### src/rtl/nbg_pkg.sv
// shared types, constants and helper functions of the n-body step block
package nbg_pkg;

    localparam int MAX_BODIES = 64;
    localparam int IDX_W      = $clog2(MAX_BODIES);
    localparam int CNT_W      = $clog2(MAX_BODIES + 1);

    // arithmetic widths
    localparam int ACC_W   = 48;
    localparam int F_W     = 39;
    localparam int U_W     = 23;
    localparam int DVD_W   = 78;
    localparam int DEN_W   = 63;
    localparam int STEP_W  = 7;

    localparam logic [31:0]      GRAV_RESET = 32'd429497;
    localparam logic [F_W-1:0]   ACC_MAX    = '1;
    localparam logic [STEP_W-1:0] PULL_STEPS = 7'd78;
    localparam logic [STEP_W-1:0] DIR_STEPS  = 7'd54;

    typedef enum logic [1:0] {
        ACT_APPEND = 2'd0,
        ACT_STEP   = 2'd1,
        ACT_READ   = 2'd2,
        ACT_CLEAR  = 2'd3
    } action_t;

    typedef enum logic [1:0] {
        ST_OK    = 2'd0,
        ST_FULL  = 2'd1,
        ST_RANGE = 2'd2
    } status_t;

    typedef struct packed {
        logic signed [31:0] pos_x;
        logic signed [31:0] pos_y;
        logic signed [31:0] vel_x;
        logic signed [31:0] vel_y;
        logic [31:0]        mass;
        logic               affected;
        logic               attracts;
    } body_t;

    // saturate a wide signed sum to 32 bits
    function automatic logic signed [31:0] sat32(input logic signed [48:0] v);
        logic signed [48:0] hi;
        logic signed [48:0] lo;
        hi = 49'sd2147483647;
        lo = -49'sd2147483648;
        if (v > hi)
            return 32'sh7fffffff;
        else if (v < lo)
            return 32'sh80000000;
        else
            return v[31:0];
    endfunction

    // magnitude of (a - b) / 2, truncated toward zero
    function automatic logic [31:0] half_diff_mag(input logic signed [31:0] a,
                                                  input logic signed [31:0] b);
        logic signed [32:0] d;
        logic [32:0]        m;
        d = {a[31], a} - {b[31], b};
        m = d[32] ? 33'(-d) : 33'(d);
        return m[32:1];
    endfunction

    // magnitude of the accumulator after clamping to the acceleration limit
    function automatic logic [F_W-1:0] clamp_mag(input logic signed [ACC_W-1:0] v);
        logic [ACC_W-1:0] m;
        m = v[ACC_W-1] ? ACC_W'(-v) : ACC_W'(v);
        if (m > ACC_W'(ACC_MAX))
            return ACC_MAX;
        else
            return m[F_W-1:0];
    endfunction

endpackage

### src/rtl/nbg_sqrt.sv
// integer square root, one result bit per cycle
module nbg_sqrt
(
    input  logic                      clk,
    input  logic                      rst_n,
    input  logic                      start,
    input  logic [nbg_pkg::DEN_W-1:0] radicand,
    output logic                      busy,
    output logic [31:0]               root
);

    logic [nbg_pkg::DEN_W-1:0] b_reg;
    logic [nbg_pkg::DEN_W-1:0] x_reg;
    logic [63:0]               r_reg;
    logic [63:0]               rb;
    logic                      take;

    // trial subtract
    always_comb
    begin
        rb   = r_reg + {1'b0, b_reg};
        take = {1'b0, x_reg} >= rb;
    end

    // bit marker, walks down two places per cycle
    always_ff @(posedge clk or negedge rst_n)
    begin
        if (!rst_n)
        begin
            b_reg <= '0;
        end
        else if (start)
        begin
            b_reg <= {1'b1, {(nbg_pkg::DEN_W-1){1'b0}}};
        end
        else
        begin
            b_reg <= b_reg >> 2;
        end
    end

    // remainder and root
    always_ff @(posedge clk)
    begin
        if (start)
        begin
            x_reg <= radicand;
            r_reg <= '0;
        end
        else if (b_reg != '0)
        begin
            if (take)
            begin
                x_reg <= x_reg - rb[nbg_pkg::DEN_W-1:0];
                r_reg <= (r_reg >> 1) + {1'b0, b_reg};
            end
            else
            begin
                r_reg <= r_reg >> 1;
            end
        end
    end

    assign busy = b_reg != '0;
    assign root = r_reg[31:0];

endmodule

### config.mk
export PLATFORM = sky130hd
export DESIGN_NAME = nbg_sqrt
export DESIGN_NICKNAME = d
export VERILOG_FILES = /design/src/rtl/nbg_pkg.sv /design/src/rtl/nbg_sqrt.sv
export SDC_FILE = /design/constraint.sdc
export NUM_CORES = 1
export LEC_CHECK = 0
export BUFFER_PORTS_ARGS = -buffer_cell sky130_fd_sc_hd__buf_2
export CORE_MARGIN = 4
export CORE_UTILIZATION = 40
export DETAILED_ROUTE_END_ITERATION = 6
export GPL_ROUTABILITY_DRIVEN = 0
export PLACE_DENSITY_LB_ADDON = 0.25
export SYNTH_ARGS = -nofsm -noshare
export SYNTH_HDL_FRONTEND = slang
export SYNTH_SLANG_ARGS = --single-unit
### constraint.sdc
create_clock -name clk -period 24.7 [get_ports clk]
set_clock_uncertainty 0.1 [all_clocks]
set_input_delay 4.94 -clock clk [delete_from_list [all_inputs] [get_ports clk]]
set_output_delay 4.94 -clock clk [all_outputs]
set_load 0.02 [all_outputs]
==> results of run 1 <==
power by group:
part	internal [W]	switching, W	total [W]	leakage, nW
Sequential	0.000390	0.0000819	0.000471	1.61
Clock	0.000154	0.000123	0.000277	0.284
Combinational	0.000446	0.000742	0.00119	4.50
Total	0.000989	0.000947	0.00194	6.39
logic make-up (layout without fill, tap and decap cells):
family	after synthesis	count (layout)	synth area share, %
flops	159	159	26.2
buf+inv	185	183	5.74
mux	15	15	1.07
xor+xnor	154	154	8.90
simple gates	632	632	20.4
fa+ha+maj	130	130	10.8
compound gates	613	613	26.9
worst paths after layout:
path,start,endpoint
setup / recovery,b_reg[0]$_DFF_PN0_,x_reg[32]$_DFFE_PP_
hold / removal,r_reg[0]$_SDFFE_PP0P_,r_reg[0]$_SDFFE_PP0P_
hold reg to reg,r_reg[0]$_SDFFE_PP0P_,r_reg[0]$_SDFFE_PP0P_
max in group asynchronous,rst_n,b_reg[36]$_DFF_PN0_
setup reg to reg,b_reg[0]$_DFF_PN0_,x_reg[32]$_DFFE_PP_
min in group asynchronous,rst_n,b_reg[54]$_DFF_PN0_
cell type report:
cell class	instances	area share, %
multi-input cells	1544	63.5
flip-flops and latches	159	24.4
well taps	511	3.93
repair buffers	107	3.47
clock buffers	21	3.03
inverters	44	1.02
clock inverters	11	0.615
layout by cell type (no fill, tap or decap), types with 44 or more instances in the layout:
master                     instances
sky130_fd_sc_hd__nor2_1          144
sky130_fd_sc_hd__o21ai_0         143
sky130_fd_sc_hd__xor2_1           59
sky130_fd_sc_hd__buf_2            97
sky130_fd_sc_hd__xnor2_1          95
sky130_fd_sc_hd__nand2_1         228
sky130_fd_sc_hd__dfxtp_1          64
sky130_fd_sc_hd__nor2b_1          44
sky130_fd_sc_hd__a31oi_1          67
sky130_fd_sc_hd__edfxtp_1         63
sky130_fd_sc_hd__ha_1            129
sky130_fd_sc_hd__a21oi_1         120
sky130_fd_sc_hd__nand4_1          47
per-layer routing:
layer	vias to the layer above	GRT usage, %
met5	-	0
met3	69	4.01
met1	6689	30.3
met2	455	35.9
met4	0	5.77
li1	6931	-
stage by stage:
stage          setup slack (ps)  hold slack (ps)  util (%)  cell area, µm²
2_1_floorplan             14870              393         -           15200
3_3_place_gp              16510              410      41.8           15700
3_5_place_dp              16400              413      41.8           15700
4_1_cts                   16350              423      43.4           16300
5_1_grt                   15970              458      43.4           16300
6_report                  16390              422      43.4           16300
worst max-delay path, stage by stage, from the launching register on:
cell                       delay [ps]
sky130_fd_sc_hd__dfrtp_1          400
sky130_fd_sc_hd__ha_1             220
sky130_fd_sc_hd__ha_1             210
sky130_fd_sc_hd__a21o_1           200
sky130_fd_sc_hd__a31o_2           260
sky130_fd_sc_hd__a31o_2           260
sky130_fd_sc_hd__a31o_2           270
sky130_fd_sc_hd__a21oi_1          370
sky130_fd_sc_hd__o211ai_1         320
sky130_fd_sc_hd__a41oi_1          580
sky130_fd_sc_hd__nor2b_1          120
sky130_fd_sc_hd__xnor2_1          160
sky130_fd_sc_hd__ha_1             410
sky130_fd_sc_hd__nand4_1          140
sky130_fd_sc_hd__or2_1            270
sky130_fd_sc_hd__or4_1            490
sky130_fd_sc_hd__nor2_1            90
sky130_fd_sc_hd__nand3_1           90
sky130_fd_sc_hd__nand4b_1         190
sky130_fd_sc_hd__o21a_1           520
sky130_fd_sc_hd__nand2_2          690
sky130_fd_sc_hd__o21ai_4          860
sky130_fd_sc_hd__buf_4            640
==> impl_results.md, run 1 <==
* Die Y at 203 µm
* Fillcell total at 3843
* Detailed-route DRC error count at 0
* Number of buffers inserted by hold repair at cts at 0
* Routed WL per cell at 19.4 µm
* Share of post-route cells with drive strength above 1 at 11.2%
* Cell count after synthesis at 1888
* Cell accounting for the most synthesized area: sky130_fd_sc_hd__edfxtp_1
* Number of port buffers at 98
* Number of CTS-inserted buffers at 17
* Max frequency at 0.120 GHz
* Cell chosen for the clock root: sky130_fd_sc_hd__clkbuf_16
* Arrival time at the worst endpoint at 8290 ps
* Initial antenna violation count at 1
* Global route overflow at 0
* Number of placed instances with taps included at 2365
* Sequential Area at 0.00397 mm²
* Worst max-slew margin expressed relative to the limit at 28.5%
* Multi-input combinational cell area at 0.0103 mm²
* Vias per inst at 5.90
* H-tree level count at 4
* Async set-or-reset flop fraction in the synthesized netlist at 20.1%
* Top sig layer: met4
* Post-Synthesis Cell Area at 0.0152 mm²
* Total power after layout at 0.00194 W
* Area enclosed by the die boundary at 0.0411 mm²
* Max_cap viols at 0
* Number of gates resized after CTS at 0
* Final setup violating endpoints at 0
* #FFs+latches synth at 159
* Final-layout setup total negative slack at 0 ps
* Distinct cell type count of the synthesized netlist at 85
* Status: complete, no violations
* Number of antenna diodes at 0
* Largest voltage drop on the vdd net at 0.0000588 V
* Power density normalized to cell area at 119 mW/mm²
* Number of flip-flops under the largest register name at 64
* Leak pwr at 6.39 nW
* Clock tree from TritonCTS: built
* Worst-path clk slew at 70 ps
* Final antenna-violating net count at 0
* Post-synth EDFFs at 63
* Leading post-synthesis cells by cell area: sky130_fd_sc_hd__edfxtp_1 (12%), sky130_fd_sc_hd__ha_1 (11%), sky130_fd_sc_hd__dfxtp_1 (8.5%)
* Number of DRC violations after detailed-routing iteration 0 at 1052
* Hold Path Depth at 2
* Area growth syn-to-layout at 7.34%
* Highest fanout seen on the critical path at 40
* Crit path kind: register to register
* Unrepaired setup endpoints after global routing: no
* Type of origin of the critical path: register
* Number of global-route vias before repair at 13600
* Top cells by instance count after synthesis: sky130_fd_sc_hd__nand2_1 (228), sky130_fd_sc_hd__nor2_1 (145), sky130_fd_sc_hd__o21ai_0 (144)
* Total of warnings raised by yosys at 0
* Core ar. at 0.0375 mm²
* Clk_lat worst skew at 460 ps
* Starting Density at 40.4%
* Count of nets after finishing at 2069
* Average footprint of a synthesized cell at 8.03 µm²
* Required time of the critical path at 24690 ps
* Pin count of the biggest net entering global routing at 87
* Met1 wire length at 21300 µm
* Num ports at 99
* Row count at 71
* DRT Pass-1 Iters at 5
* Type of element capturing the critical path: register
* Nets in the synthesized netlist at 2084
* Number of clock sinks seen by CTS at 159
* Maximum count of clock buffers along a single path at 2
* Buffers inserted by post-CTS timing repair at 0
* Count of final max-slew check failures at 0
* Vias after detailed routing at 14100
* Die Width at 203 µm
* Met2 layer wire length in the routed design at 21400 µm
* Final hold violation count at 0
* Final standard cell count with taps included and fillers excluded at 2397
* GRT Overall Usage at 22.0%
* Met3 Wirelength at 2730 µm
* Transition time at the pin with the least slew margin at 1070 ps
* Sequential element share of the synthesized area at 26.2%
* Total wire length at 46400 µm
* Library cell with the highest instance count after synthesis: sky130_fd_sc_hd__nand2_1
* Final Critical Period at 8310 ps
* Final worst path period share at 33.6%
* Logic depth of the worst register-to-register path at 22
* Most frequently used flop master after synthesis: sky130_fd_sc_hd__dfxtp_1
* R2r setup slk at 16390 ps
* Share of the synthesized area in the top cell type at 12.5%
* Global-route wire length before repair at 73500 µm
* Classification of the worst-slack hold path: register to register
* Final HPWL DP at 34500 µm
Note: power is estimated with default switching activity, not from simulation.
==> run 2, diff against run 1 <==
==> constraint.sdc (replaced) <==
create_clock -name clk -period 8.3 [get_ports clk]
set_clock_uncertainty 0.1 [all_clocks]
set_input_delay 1.66 -clock clk [delete_from_list [all_inputs] [get_ports clk]]
set_output_delay 1.66 -clock clk [all_outputs]
set_load 0.02 [all_outputs]
==> run 2 against run 1 <==
Count of clock-buffer cells in the layout increased by 1; final area increased by 0.27%; power increased to 3.0 times the previous value; non-clock buffer count increased by 1; sequential cell count unchanged; die area unchanged.
==> impl_results.md, run 2 (same netlist as run 1, synthesis figures left out) <==
* Global route overflow at 0 (unchanged)
* Core ar. at 0.0375 mm² (unchanged)
* Maximum count of clock buffers along a single path at 2 (unchanged)
* Critical R2R Capture: r_reg[55]$_SDFFE_PP0P_
* Largest delay share family, worst path: compound AO/OA/AOI/OAI gates
* Clk_lat worst skew at 460 ps (about the same)
* Routed WL per cell at 19.0 µm (-2.0%)
* GRT Overall Usage at 21.6% (-0.40 points)
* Most used cells in the layout excluding fill and tap cells: sky130_fd_sc_hd__nand2_1 (228), sky130_fd_sc_hd__nor2_1 (144), sky130_fd_sc_hd__o21ai_0 (143)
* Vias per inst at 5.90 (about the same)
* Number of global-route vias before repair at 13600 (+0.29%)
* Num ports at 99 (unchanged)
* Total wire length at 45500 µm (-2.0%)
* End-of-flow core utilization at 43.5% (+0.12 points)
* Classification of the worst-slack hold path: register to register
* Status: complete, no violations
* Pin count of the biggest net entering global routing at 113 (+30%)
* Number of buffers inserted by hold repair at cts at 0 (unchanged)
* Transition time at the pin with the least slew margin at 1150 ps (+81.9 ps)
* Vias after detailed routing at 14100 (+0.014%)
* Type of element capturing the critical path: register
* Count of final max-slew check failures at 0 (unchanged)
* Row count at 71 (unchanged)
* H-tree level count at 4 (unchanged)
* Logic depth of the worst register-to-register path at 23 (+4.5%)
* Detailed-route DRC error count at 0 (unchanged)
* Crit Reg-Reg Startpoint: b_reg[0]$_DFF_PN0_
* Final hold violation count at 0 (unchanged)
* Highest fanout seen on the critical path at 36 (-10%)
* Leak pwr at 6.40 nW (+0.21%)
* Number of CTS-inserted buffers at 17 (unchanged)
* Largest voltage drop on the vdd net at 0.000162 V (+180%)
* Final setup violating endpoints at 0 (unchanged)
* Critical hold path startpoint: r_reg[0]$_SDFFE_PP0P_
* Share of post-route cells with drive strength above 1 at 11.3% (+0.047 points)
* Worst hold-check slack at 422 ps (+0.456 ps)
* Arrival time at the worst endpoint at 7380 ps (-910 ps)
* Cell chosen for the clock root: sky130_fd_sc_hd__clkbuf_16
* Slowest library cell on the worst path: sky130_fd_sc_hd__a21oi_1
* Count of nets after finishing at 2070 (+0.048%)
* Clock tree from TritonCTS: built
* Min-Delay Endpoint: r_reg[0]$_SDFFE_PP0P_
* Starting Density at 40.4% (unchanged)
* Final instance area at 0.0163 mm² (+0.27%)
* Type of origin of the critical path: register
* Required time of the critical path at 8570 ps (-16120 ps)
* Die Y at 203 µm (unchanged)
* Crit path kind: register to register
* Hold Path Depth at 2 (unchanged)
* Number of DRC violations after detailed-routing iteration 0 at 1201 (+14%)
* Initial antenna violation count at 1 (unchanged)
* Worst-path clk slew at 70 ps (about the same)
* Final HPWL DP at 33900 µm (-1.6%)
* Number of flip-flops under the largest register name at 64 (unchanged)
* Max_cap viols at 0 (unchanged)
* Buffers inserted by post-CTS timing repair at 0 (unchanged)
* Number of port buffers at 98 (unchanged)
* DRT Pass-1 Iters at 5 (unchanged)
* Total power after layout at 0.00577 W (+200%)
* Power density normalized to cell area at 354 mW/mm² (+200%)
* R2r setup slk at 1190 ps (-15200 ps)
* Final worst path period share at 85.7% (+52 points)
* Most common cell after layout, fill and taps aside: sky130_fd_sc_hd__nand2_1
* Worst max-slew margin expressed relative to the limit at 23.1% (-5.4 points)
* Area enclosed by the die boundary at 0.0411 mm² (unchanged)
* Number of gates resized after CTS at 0 (unchanged)
* Area growth syn-to-layout at 7.63%
* Final antenna-violating net count at 0 (unchanged)
* Max frequency at 0.141 GHz (+17%)
* Post-DP Area at 0.0157 mm² (+0.17%)
* Fillcell total at 3863 (+0.52%)
* Die Width at 203 µm (unchanged)
* Chain of cells forming the critical path: ha_1, ha_1, a21o_1, a31o_2, a31o_2, a31o_2, a21oi_1, o211ai_1, a41oi_1, nor2b_1, xnor2_1, ha_1, nand4_1, or2_1, or4_1, nor2_1, nand3_1, nand4b_1, o21a_1, nand2_2, buf_4, or3_1, a311oi_1
* Final-layout setup total negative slack at 0 ps (unchanged)
* Number of antenna diodes at 0 (unchanged)
* Unrepaired setup endpoints after global routing: no
* WP buf/inv at 1 (unchanged)
* Worst stage delay on the critical path at 560 ps (-300 ps)
* Number of clock sinks seen by CTS at 159 (unchanged)
* Final Critical Period at 7110 ps (-1200 ps)
* Global-route wire length before repair at 72400 µm (-1.5%)
==> run 2: worst reg2reg max path, delay by kind of cell, from the launching register on <==
family | cells | cell delay [ps]
AO/OA/AOI/OAI | 9 | 3230
AND/OR/NAND/NOR | 9 | 1960
adder cells (fa/ha/maj) | 3 | 840
flip-flops | 1 | 400
buffers and inverters | 1 | 310
XOR/XNOR | 1 | 150
==> run 2: where the power goes <==
| part | switching, W | internal [W] | leakage, nW |
|---|---|---|---|
| clock network | 0.000363 | 0.000482 | 0.288 |
| registers | 0.000244 | 0.00116 | 1.61 |
| logic | 0.00218 | 0.00134 | 4.51 |
| total | 0.00279 | 0.00298 | 6.40 |
==> run 2: worst max-delay path by stage <==
stage,slack [ps],cells past startpoint,start,endpoint
2_1_floorplan,170,23,b_reg[0]$_DFF_PN0_,x_reg[0]$_DFFE_PP_
3_3_place_gp,1350,24,b_reg[0]$_DFF_PN0_,r_reg[41]$_SDFFE_PP0P_
3_5_place_dp,1240,23,b_reg[0]$_DFF_PN0_,r_reg[55]$_SDFFE_PP0P_
4_1_cts,1250,23,b_reg[0]$_DFF_PN0_,r_reg[55]$_SDFFE_PP0P_
5_1_grt,870,23,b_reg[0]$_DFF_PN0_,r_reg[51]$_SDFFE_PP0P_
6_report,1190,23,b_reg[0]$_DFF_PN0_,r_reg[55]$_SDFFE_PP0P_
==> run 2: cell type report <==
cell class                      instances  area [µm²]  area share (%)
Timing Repair Buffer                  108         584            3.58
Multi-Input combinational cell       1544       10300            63.4
Sequential cell                       159        3970            24.4
Tap cell                              511         639            3.92
Inverter                               44         166            1.02
Clock inverter                         10         124           0.759
Clock buffer                           22         487            2.98
==> run 2: through the flow <==
step,setup WS [ps],cells
after global placement,1350,2366
after CTS,1250,2398
after detailed placement,1240,2366
after global routing,869,2398
after floorplan,170,1888
final,1190,2398
==> run 2: metal layers <==
metal / vias up / track usage (%) / routed length (µm) / part of all wire [%]
met4: 0 / 7.01 / 1260 / 2.8
met3: 82 / 4.01 / 2770 / 6.1
met2: 449 / 34.6 / 20500 / 45
li1: 6941 / - / - / -
met1: 6674 / 29.7 / 21000 / 46
met5: - / 0 / 0 / 0
